File: config.mk
export PLATFORM = sky130hd
export DESIGN_NAME = i2c_register_access_master_flat
export DESIGN_NICKNAME = d
export VERILOG_FILES = /design/src/design/i2cm_pkg.sv /design/src/design/i2cm_req_if.sv /design/src/design/i2cm_res_if.sv /design/src/design/i2cm_seq.sv /design/src/design/i2c_register_access_master.sv /design/src/flat_wrapper.sv
export SDC_FILE = /design/constraint.sdc
export NUM_CORES = 1
export LEC_CHECK = 0
export BUFFER_PORTS_ARGS = -buffer_cell sky130_fd_sc_hd__buf_4
export CORE_UTILIZATION = 55
export CTS_CLUSTER_DIAMETER = 120
export CTS_CLUSTER_SIZE = 14
export DETAILED_ROUTE_END_ITERATION = 10
export MAX_ROUTING_LAYER = met4
export PLACE_DENSITY_LB_ADDON = 0.3
export SYNTH_ARGS = -nofsm -noshare
export SYNTH_HDL_FRONTEND = slang
export SYNTH_SLANG_ARGS = --single-unit
File: constraint.sdc
create_clock -name clk -period 3.5 [get_ports clk]
set_clock_uncertainty 0.15 [all_clocks]
set_input_delay 0.525 -clock clk [delete_from_list [all_inputs] [get_ports clk]]
set_output_delay 0.525 -clock clk [all_outputs]
set_load 0.05 [all_outputs]
File: src/design/i2cm_pkg.sv
// shared types and constants of the i2c register access master
package i2cm_pkg;

    // request codes carried by req_type
    localparam logic [1:0] REQ_TICK  = 2'd0;
    localparam logic [1:0] REQ_WRITE = 2'd1;
    localparam logic [1:0] REQ_READ  = 2'd2;

    localparam int unsigned BYTE_BITS = 8;
    localparam logic [2:0]  LAST_BIT  = 3'(BYTE_BITS - 1);

    typedef enum logic [4:0] {
        PH_IDLE     = 5'd0,
        PH_ST1      = 5'd1,
        PH_ST2      = 5'd2,
        PH_DEV      = 5'd3,
        PH_DEV_ACK  = 5'd4,
        PH_REG      = 5'd5,
        PH_REG_ACK  = 5'd6,
        PH_DATA     = 5'd7,
        PH_DATA_ACK = 5'd8,
        PH_RS0      = 5'd9,
        PH_RS1      = 5'd10,
        PH_RS2      = 5'd11,
        PH_DEVR     = 5'd12,
        PH_DEVR_ACK = 5'd13,
        PH_RECV     = 5'd14,
        PH_NACK     = 5'd15,
        PH_SP0      = 5'd16,
        PH_SP1      = 5'd17,
        PH_SP2      = 5'd18
    } phase_t;

    typedef struct packed {
        logic [1:0] req_type;
        logic [7:0] dev_addr;
        logic [7:0] reg_addr;
        logic [7:0] wr_data;
        logic       sda_in;
    } req_t;

    typedef struct packed {
        logic       scl_out;
        logic       sda_out;
        logic       busy_res;
        logic       done_res;
        logic [7:0] rd_data;
        logic       ack_error;
    } res_t;

endpackage

File: src/design/i2cm_req_if.sv
// request channel: one bus tick with an optional transaction request
interface i2cm_req_if
    import i2cm_pkg::*;
();
    logic valid;
    logic ready;
    req_t payload;

    modport source (output valid, output payload, input ready);
    modport sink (input valid, input payload, output ready);
endinterface

File: src/design/i2cm_res_if.sv
// result channel: bus levels and status for one tick
interface i2cm_res_if
    import i2cm_pkg::*;
();
    logic valid;
    logic ready;
    res_t payload;

    modport source (output valid, output payload, input ready);
    modport sink (input valid, input payload, output ready);
endinterface

File: src/design/i2cm_seq.sv
// bit and byte sequencer of the i2c master, one tick per step
module i2cm_seq
    import i2cm_pkg::*;
(
    input  logic clk,
    input  logic rst_n,
    input  logic step,
    input  req_t item,
    output res_t result
);

    phase_t     phase_reg, phase_next;
    logic       half_reg, half_next;
    logic [2:0] bit_cnt_reg, bit_cnt_next;
    logic [7:0] shift_reg, shift_next;
    logic [7:0] dev_reg, dev_next;
    logic [7:0] regad_reg, regad_next;
    logic [7:0] data_reg, data_next;
    logic       is_read_reg, is_read_next;
    logic [7:0] recv_reg, recv_next;
    logic       nack_reg, nack_next;

    // working copies after a possible request latch
    phase_t     cur_phase;
    logic       cur_half;
    logic [2:0] cur_bit_cnt;
    logic       byte_end;
    logic       scl, sda, busy, done;

    // bit timing and state advance
    always_comb
    begin
        phase_next   = phase_reg;
        half_next    = half_reg;
        bit_cnt_next = bit_cnt_reg;
        shift_next   = shift_reg;
        dev_next     = dev_reg;
        regad_next   = regad_reg;
        data_next    = data_reg;
        is_read_next = is_read_reg;
        recv_next    = recv_reg;
        nack_next    = nack_reg;

        if (phase_reg == PH_IDLE &&
            (item.req_type == REQ_WRITE || item.req_type == REQ_READ))
        begin
            dev_next     = item.dev_addr;
            regad_next   = item.reg_addr;
            data_next    = item.wr_data;
            is_read_next = (item.req_type == REQ_READ);
            nack_next    = 1'b0;
            cur_phase    = PH_ST1;
            cur_half     = 1'b0;
            cur_bit_cnt  = '0;
        end
        else
        begin
            cur_phase   = phase_reg;
            cur_half    = half_reg;
            cur_bit_cnt = bit_cnt_reg;
        end
        phase_next   = cur_phase;
        half_next    = cur_half;
        bit_cnt_next = cur_bit_cnt;

        // end of the eighth bit's high half
        byte_end = cur_half && (cur_bit_cnt == LAST_BIT);

        unique case (cur_phase)
            PH_ST1:
            begin
                phase_next = PH_ST2;
            end
            PH_ST2:
            begin
                phase_next   = PH_DEV;
                shift_next   = dev_next;
                half_next    = 1'b0;
                bit_cnt_next = '0;
            end
            PH_DEV, PH_REG, PH_DATA, PH_DEVR:
            begin
                half_next = ~cur_half;
                if (cur_half)
                begin
                    shift_next   = {shift_reg[6:0], 1'b0};
                    bit_cnt_next = byte_end ? 3'd0 : cur_bit_cnt + 3'd1;
                end
                if (byte_end)
                begin
                    unique case (cur_phase)
                        PH_DEV:  phase_next = PH_DEV_ACK;
                        PH_REG:  phase_next = PH_REG_ACK;
                        PH_DATA: phase_next = PH_DATA_ACK;
                        default: phase_next = PH_DEVR_ACK;
                    endcase
                end
            end
            PH_DEV_ACK, PH_REG_ACK, PH_DATA_ACK, PH_DEVR_ACK:
            begin
                half_next = ~cur_half;
                if (cur_half)
                begin
                    if (item.sda_in)
                        nack_next = 1'b1;
                    bit_cnt_next = '0;
                    unique case (cur_phase)
                        PH_DEV_ACK:
                        begin
                            phase_next = PH_REG;
                            shift_next = regad_reg;
                        end
                        PH_REG_ACK:
                        begin
                            if (is_read_reg)
                                phase_next = PH_RS0;
                            else
                            begin
                                phase_next = PH_DATA;
                                shift_next = data_reg;
                            end
                        end
                        PH_DATA_ACK:
                        begin
                            phase_next = PH_SP0;
                        end
                        default:
                        begin
                            phase_next = PH_RECV;
                            shift_next = '0;
                        end
                    endcase
                end
            end
            PH_RS0:
            begin
                phase_next = PH_RS1;
            end
            PH_RS1:
            begin
                phase_next = PH_RS2;
            end
            PH_RS2:
            begin
                phase_next   = PH_DEVR;
                shift_next   = dev_reg + 8'd1;
                half_next    = 1'b0;
                bit_cnt_next = '0;
            end
            PH_RECV:
            begin
                half_next = ~cur_half;
                if (cur_half)
                begin
                    shift_next   = {shift_reg[6:0], item.sda_in};
                    bit_cnt_next = byte_end ? 3'd0 : cur_bit_cnt + 3'd1;
                end
                if (byte_end)
                begin
                    recv_next  = shift_next;
                    phase_next = PH_NACK;
                end
            end
            PH_NACK:
            begin
                half_next = ~cur_half;
                if (cur_half)
                    phase_next = PH_SP0;
            end
            PH_SP0:
            begin
                phase_next = PH_SP1;
            end
            PH_SP1:
            begin
                phase_next = PH_SP2;
            end
            PH_SP2:
            begin
                phase_next = PH_IDLE;
            end
            default:
            begin
                phase_next   = PH_IDLE;
                half_next    = 1'b0;
                bit_cnt_next = '0;
            end
        endcase
    end

    // bus levels for this tick
    always_comb
    begin
        scl  = 1'b1;
        sda  = 1'b1;
        busy = 1'b1;
        done = 1'b0;
        unique case (cur_phase)
            PH_ST1, PH_RS1:
            begin
            end
            PH_ST2, PH_RS2, PH_SP1:
            begin
                sda = 1'b0;
            end
            PH_DEV, PH_REG, PH_DATA, PH_DEVR:
            begin
                scl = cur_half;
                sda = shift_reg[7];
            end
            PH_DEV_ACK, PH_REG_ACK, PH_DATA_ACK, PH_DEVR_ACK, PH_RECV, PH_NACK:
            begin
                scl = cur_half;
            end
            PH_RS0:
            begin
                scl = 1'b0;
            end
            PH_SP0:
            begin
                scl = 1'b0;
                sda = 1'b0;
            end
            PH_SP2:
            begin
                done = 1'b1;
            end
            default:
            begin
                busy = 1'b0;
            end
        endcase
    end

    assign result.scl_out   = scl;
    assign result.sda_out   = sda;
    assign result.busy_res  = busy;
    assign result.done_res  = done;
    assign result.rd_data   = recv_next;
    assign result.ack_error = nack_next;

    always_ff @(posedge clk or negedge rst_n)
    begin
        if (!rst_n)
        begin
            phase_reg   <= PH_IDLE;
            half_reg    <= 1'b0;
            bit_cnt_reg <= '0;
            shift_reg   <= '0;
            dev_reg     <= '0;
            regad_reg   <= '0;
            data_reg    <= '0;
            is_read_reg <= 1'b0;
            recv_reg    <= '0;
            nack_reg    <= 1'b0;
        end
        else if (step)
        begin
            phase_reg   <= phase_next;
            half_reg    <= half_next;
            bit_cnt_reg <= bit_cnt_next;
            shift_reg   <= shift_next;
            dev_reg     <= dev_next;
            regad_reg   <= regad_next;
            data_reg    <= data_next;
            is_read_reg <= is_read_next;
            recv_reg    <= recv_next;
            nack_reg    <= nack_next;
        end
    end

endmodule

File: src/design/i2c_register_access_master.sv
// top level of the i2c register access master: input stage, sequencer, result stage
// path: an accepted tick waits in the input stage, then a step registers its result into the result stage
// throughput: one tick per cycle unless the result side stalls, set by the single-step sequencer update
// backpressure: a stalled result stage holds one tick in the input stage, then blocks req_ch
// reset: asynchronous active-low rst_n returns the sequencer to idle with all
// latched bytes, received byte and ack error flag cleared, both stages empty
module i2c_register_access_master
    import i2cm_pkg::*;
(
    input  logic       clk,
    input  logic       rst_n,
    i2cm_req_if.sink   req_ch,
    i2cm_res_if.source res_ch
);

    // input stage
    logic in_valid_reg;
    req_t in_data_reg;

    // result stage
    logic out_valid_reg;
    res_t out_data_reg;

    // sequencer step and its result for the held tick
    logic advance;
    res_t seq_result;

    // the held tick moves on when the result stage is empty or being emptied
    assign advance      = in_valid_reg && (!out_valid_reg || res_ch.ready);
    assign req_ch.ready = !in_valid_reg || advance;

    always_ff @(posedge clk or negedge rst_n)
    begin
        if (!rst_n)
            in_valid_reg <= 1'b0;
        else if (req_ch.ready)
            in_valid_reg <= req_ch.valid;
    end

    // payload register needs no reset
    always_ff @(posedge clk)
    begin
        if (req_ch.ready && req_ch.valid)
            in_data_reg <= req_ch.payload;
    end

    // sequencer updates its state only on a step
    i2cm_seq u_seq (
        .clk    (clk),
        .rst_n  (rst_n),
        .step   (advance),
        .item   (in_data_reg),
        .result (seq_result)
    );

    always_ff @(posedge clk or negedge rst_n)
    begin
        if (!rst_n)
            out_valid_reg <= 1'b0;
        else if (advance)
            out_valid_reg <= 1'b1;
        else if (res_ch.ready)
            out_valid_reg <= 1'b0;
    end

    always_ff @(posedge clk)
    begin
        if (advance)
            out_data_reg <= seq_result;
    end

    assign res_ch.valid   = out_valid_reg;
    assign res_ch.payload = out_data_reg;

    // a step always leaves a result waiting
    a_step_fills_result: assert property (@(posedge clk) disable iff (!rst_n)
        advance |=> out_valid_reg)
        else $error("step did not fill the result stage");

    // a held tick is never dropped while the result side stalls
    a_held_tick_kept: assert property (@(posedge clk) disable iff (!rst_n)
        in_valid_reg && !advance |=> in_valid_reg)
        else $error("held tick lost");

    // an idle tick leaves both lines released
    a_idle_released: assert property (@(posedge clk) disable iff (!rst_n)
        out_valid_reg && !out_data_reg.busy_res |->
            out_data_reg.scl_out && out_data_reg.sda_out)
        else $error("bus driven while idle");

    // done marks the stop condition: both lines high during a busy tick
    a_done_is_stop: assert property (@(posedge clk) disable iff (!rst_n)
        out_valid_reg && out_data_reg.done_res |->
            out_data_reg.busy_res && out_data_reg.scl_out && out_data_reg.sda_out)
        else $error("done without stop condition");

endmodule

File: src/flat_wrapper.sv
// flat-port wrapper written by rule: the top's interface ports become plain ports
module i2c_register_access_master_flat import i2cm_pkg::*;
  (clk, rst_n, req_ch_valid, req_ch_payload, req_ch_ready, res_ch_valid, res_ch_payload, res_ch_ready);
  i2cm_req_if req_ch_i ();
  i2cm_res_if res_ch_i ();
  input  logic clk;
  input  logic rst_n;
  input wire logic [$bits(req_ch_i.valid)-1:0] req_ch_valid;
  input wire logic [$bits(req_ch_i.payload)-1:0] req_ch_payload;
  output wire logic [$bits(req_ch_i.ready)-1:0] req_ch_ready;
  output wire logic [$bits(res_ch_i.valid)-1:0] res_ch_valid;
  output wire logic [$bits(res_ch_i.payload)-1:0] res_ch_payload;
  input wire logic [$bits(res_ch_i.ready)-1:0] res_ch_ready;
  assign req_ch_i.valid = req_ch_valid;
  assign req_ch_i.payload = req_ch_payload;
  assign req_ch_ready = req_ch_i.ready;
  assign res_ch_valid = res_ch_i.valid;
  assign res_ch_payload = res_ch_i.payload;
  assign res_ch_i.ready = res_ch_ready;
  i2c_register_access_master u_core (.clk(clk), .rst_n(rst_n), .req_ch(req_ch_i), .res_ch(res_ch_i));
endmodule
==> results.md <==
* Worst hold slack at 0.0407 ns
* Leading cell types in the layout, fill and taps excluded: buf_4, dfrtp_1, edfxtp_1, nor2_1
* CP max-delay cell: or4_4
* Non-Filler Instances at 603
* Crit-path max FO at 5
* Top Family by Delay on Critical Path: simple AND/OR/NAND/NOR gates
* DIE HEIGHT at 98.5 um
* Final min period at 3.34 ns
* GRT overflow at 0
* Critical path required time at 3.61 ns
* Detailed-route via count at 3813
* Critical path type: reg2reg
* Clock sinks at 93
* RR Endpoint: u_core.u_seq.phase_reg[1]
* ANT cells at 0
* Clk network pwr share at 16.6%
* Register bit total from synthesis at 93
* Share of cells above drive strength 1 at 28.1%
* CP bufs+invs at 2
* CP dominant cell by count: ha_1
* Global Route Usage Sum at 27.8%
* Die area at 9700 um^2
* Max-slew violation count at 0
* Starting Density at 57.9%
* Fin. Hold Viols at 0
* Rel. slew slack at 53.6%
* Core region area at 8850 um^2
* Area Growth Syn to Fin at 12.2%
* Max Cap Violations at 0
* Placed insts at 584
* CTS Buffer Depth at 2
* Routed Antenna Nets at 0
* Flop pwr share at 36.0%
* Top layer in use: met4
* EDFF count, synth at 40
* Vias per cell at 6.32
* CTS root buf: clkbuf_8
* R2r worst-path depth at 13
* Metal2 WL at 5.76 mm
* Leak pwr at 0.00248 uW
* Hold buffer count at CTS at 0
* Most common library cell in the layout ignoring fill and taps: buf_4
* Metal-1 WL at 5.53 mm
* CTS tree: done
* Vias in the first global route at 3752
* Port Buffers at 45
* Initial DRC Count at 365
* DR DRC count at 0
* Initial antenna violation count at 0
* Final HPWL DP at 8.38 mm
* Die Wd at 98.5 um
* Largest net degree at the start of global routing at 54
* Worst skew pair latency at 0.37 ns
* Netlist cell types at 82
* HP Class: in2async
* Yosys warns at 0
* Switch share at 41.3%
* Worst path cell trace: inv_1 -> ha_1 -> or4_4 -> nor2_8 -> nor2_1 -> ha_1 -> ha_1 -> buf_4 -> nor4bb_1 -> o31a_1 -> o32ai_1 -> nand4_1 -> a22o_1
* Fin nets at 526
* CP Capture Type: flip-flop
* Fmax at 299 MHz
* Worst slew pin tran at 0.696 ns
* TritonRoute pass-1 iters at 7
* Top Ports at 46
* Sw power at 1860 uW
* RSZ-0062 raised after global routing: no
* Worst R2R Setup Slack at 0.16 ns
* Max reg flops at 27
* Pint at 2650 uW
* WL final at 12.2 mm
* Combinational share of power at 47.4%
* R2r startpoint: u_core.in_data_reg[25]
* Syn Std Cell Area at 5120 um^2
* Clock Pin Slew Worst Setup and Hold Paths at 0.10 ns
* Crit start category: flip-flop
* Peak supply drop at 311 uV
* GPL Wtd Cong at 0.956
* Synthesized net count at 480
* Pwr/cell area at 785 nW/um^2
* Arr. time, crit path at 3.45 ns
* Setup violators final at 0
* Max stage delay on crit path at 0.60 ns
* DR WL/cell at 20.2 um
* Finished Core Util at 64.9%
* Metal3 WL at 662 um
* FP Rows at 34
* Sequential area share after synthesis at 49.4%
* Post-synth top flop: dfrtp_1
* Average size of a mapped cell at 11.5 um^2
* Tcrit/Tclk final at 95.5%
* Status: finished, final reports clean
* Inserted Clock Buffers at 9
* Setup ws final at 0.159 ns
* First-pass GRT wire length at 19.9 mm
* Mapped Cells at 444
* Setup Slack @ Placement at -0.0249 ns
* Ys async rst share at 57.0%
* H-tree levels at 3
timing repair:
| item | 4_1_cts | 5_1_grt |
|---|---|---|
| cloned | 0 | 0 |
| buffers inserted | 0 | 3 |
| setup endpoints to repair | 6 | 6 |
| hold endpoints to repair | 0 | 0 |
| pin swaps | 0 | 1 |
| resized for setup | 1 | 0 |
how the worst max path moves through the flow:
stage                           startpoint                        end  cells after the start
floorplan           u_core.in_data_reg[26]  u_core.u_seq.phase_reg[0]                     11
global placement    u_core.in_data_reg[26]   u_core.u_seq.recv_reg[6]                     10
detailed placement  u_core.in_data_reg[26]   u_core.u_seq.recv_reg[1]                     10
CTS                 u_core.in_data_reg[25]  u_core.u_seq.phase_reg[1]                     13
global route        u_core.in_data_reg[25]  u_core.u_seq.phase_reg[1]                     13
finish              u_core.in_data_reg[25]  u_core.u_seq.phase_reg[1]                     13
cell families (layout without fill, tap and decap cells):
group	after synthesis	after routing	share of synthesized area, %
compound gates	112	112	16.0
xor+xnor	5	5	0.855
fa+ha+maj	5	5	1.22
buf+inv	46	97	5.52
flops	93	93	49.4
mux	49	49	12.1
simple gates	134	134	14.9
area by class of cell:
| type | count | area (um^2) |
|---|---|---|
| Clock buffer | 10 | 128 |
| Clock inverter | 6 | 72.6 |
| Fill cell | 716 | 3100 |
| Inverter | 12 | 45.0 |
| Multi-Input combinational cell | 305 | 2320 |
| Sequential cell | 93 | 2530 |
| Tap cell | 108 | 135 |
| Timing Repair Buffer | 69 | 518 |
cell usage after synthesis (4+ instances only):
cell type | instances | share of area, %
nand3_1 | 10 | 0.98
nand4_1 | 5 | 0.61
ha_1 | 5 | 1.2
clkbuf_1 | 9 | 0.66
a21oi_1 | 24 | 2.3
a221oi_1 | 4 | 0.68
xor2_1 | 4 | 0.68
edfxtp_1 | 40 | 23
nor2b_1 | 7 | 0.86
mux2_2 | 17 | 3.7
or3_1 | 6 | 0.73
buf_2 | 12 | 1.2
mux2_1 | 4 | 0.88
and2_1 | 5 | 0.61
mux2i_1 | 7 | 1.4
nor2_1 | 27 | 2.0
o21ai_0 | 16 | 1.6
nand2_1 | 24 | 1.8
inv_1 | 11 | 0.81
nor3_1 | 13 | 1.3
dfrtp_1 | 53 | 26
nand2b_1 | 7 | 0.86
a22o_1 | 9 | 1.5
buf_6 | 9 | 2.0
mux2_4 | 21 | 6.2
a31oi_1 | 9 | 1.1
o22ai_1 | 4 | 0.49
power by group through the flow:
| stage | clock network, uW | logic (uW) | registers [uW] |
|---|---|---|---|
| CTS | 762 | 2100 | 1620 |
| global route | 803 | 2290 | 1650 |
| floorplan | 0 | 1590 | 1640 |
| detailed placement | 0 | 2090 | 1640 |
| global placement | 0 | 2080 | 1630 |
| finish | 748 | 2140 | 1620 |
stage by stage:
step / area [um^2] / total power (uW) / setup TNS [ns]
global route: 5740 / 4750 / 0
floorplan: 5120 / 3230 / 0
detailed placement: 5510 / 3730 / -0.101
global placement: 5510 / 3710 / 0
CTS: 5720 / 4480 / 0
finish: 5740 / 4510 / 0
metal layers:
layer  GRT usage [%]  up-vias
met5               -        -
met4            10.6        0
met3            4.33       20
met2            43.0      130
met1            37.4     1889
li1                -     1774
(Power assumes the default switching activity.)
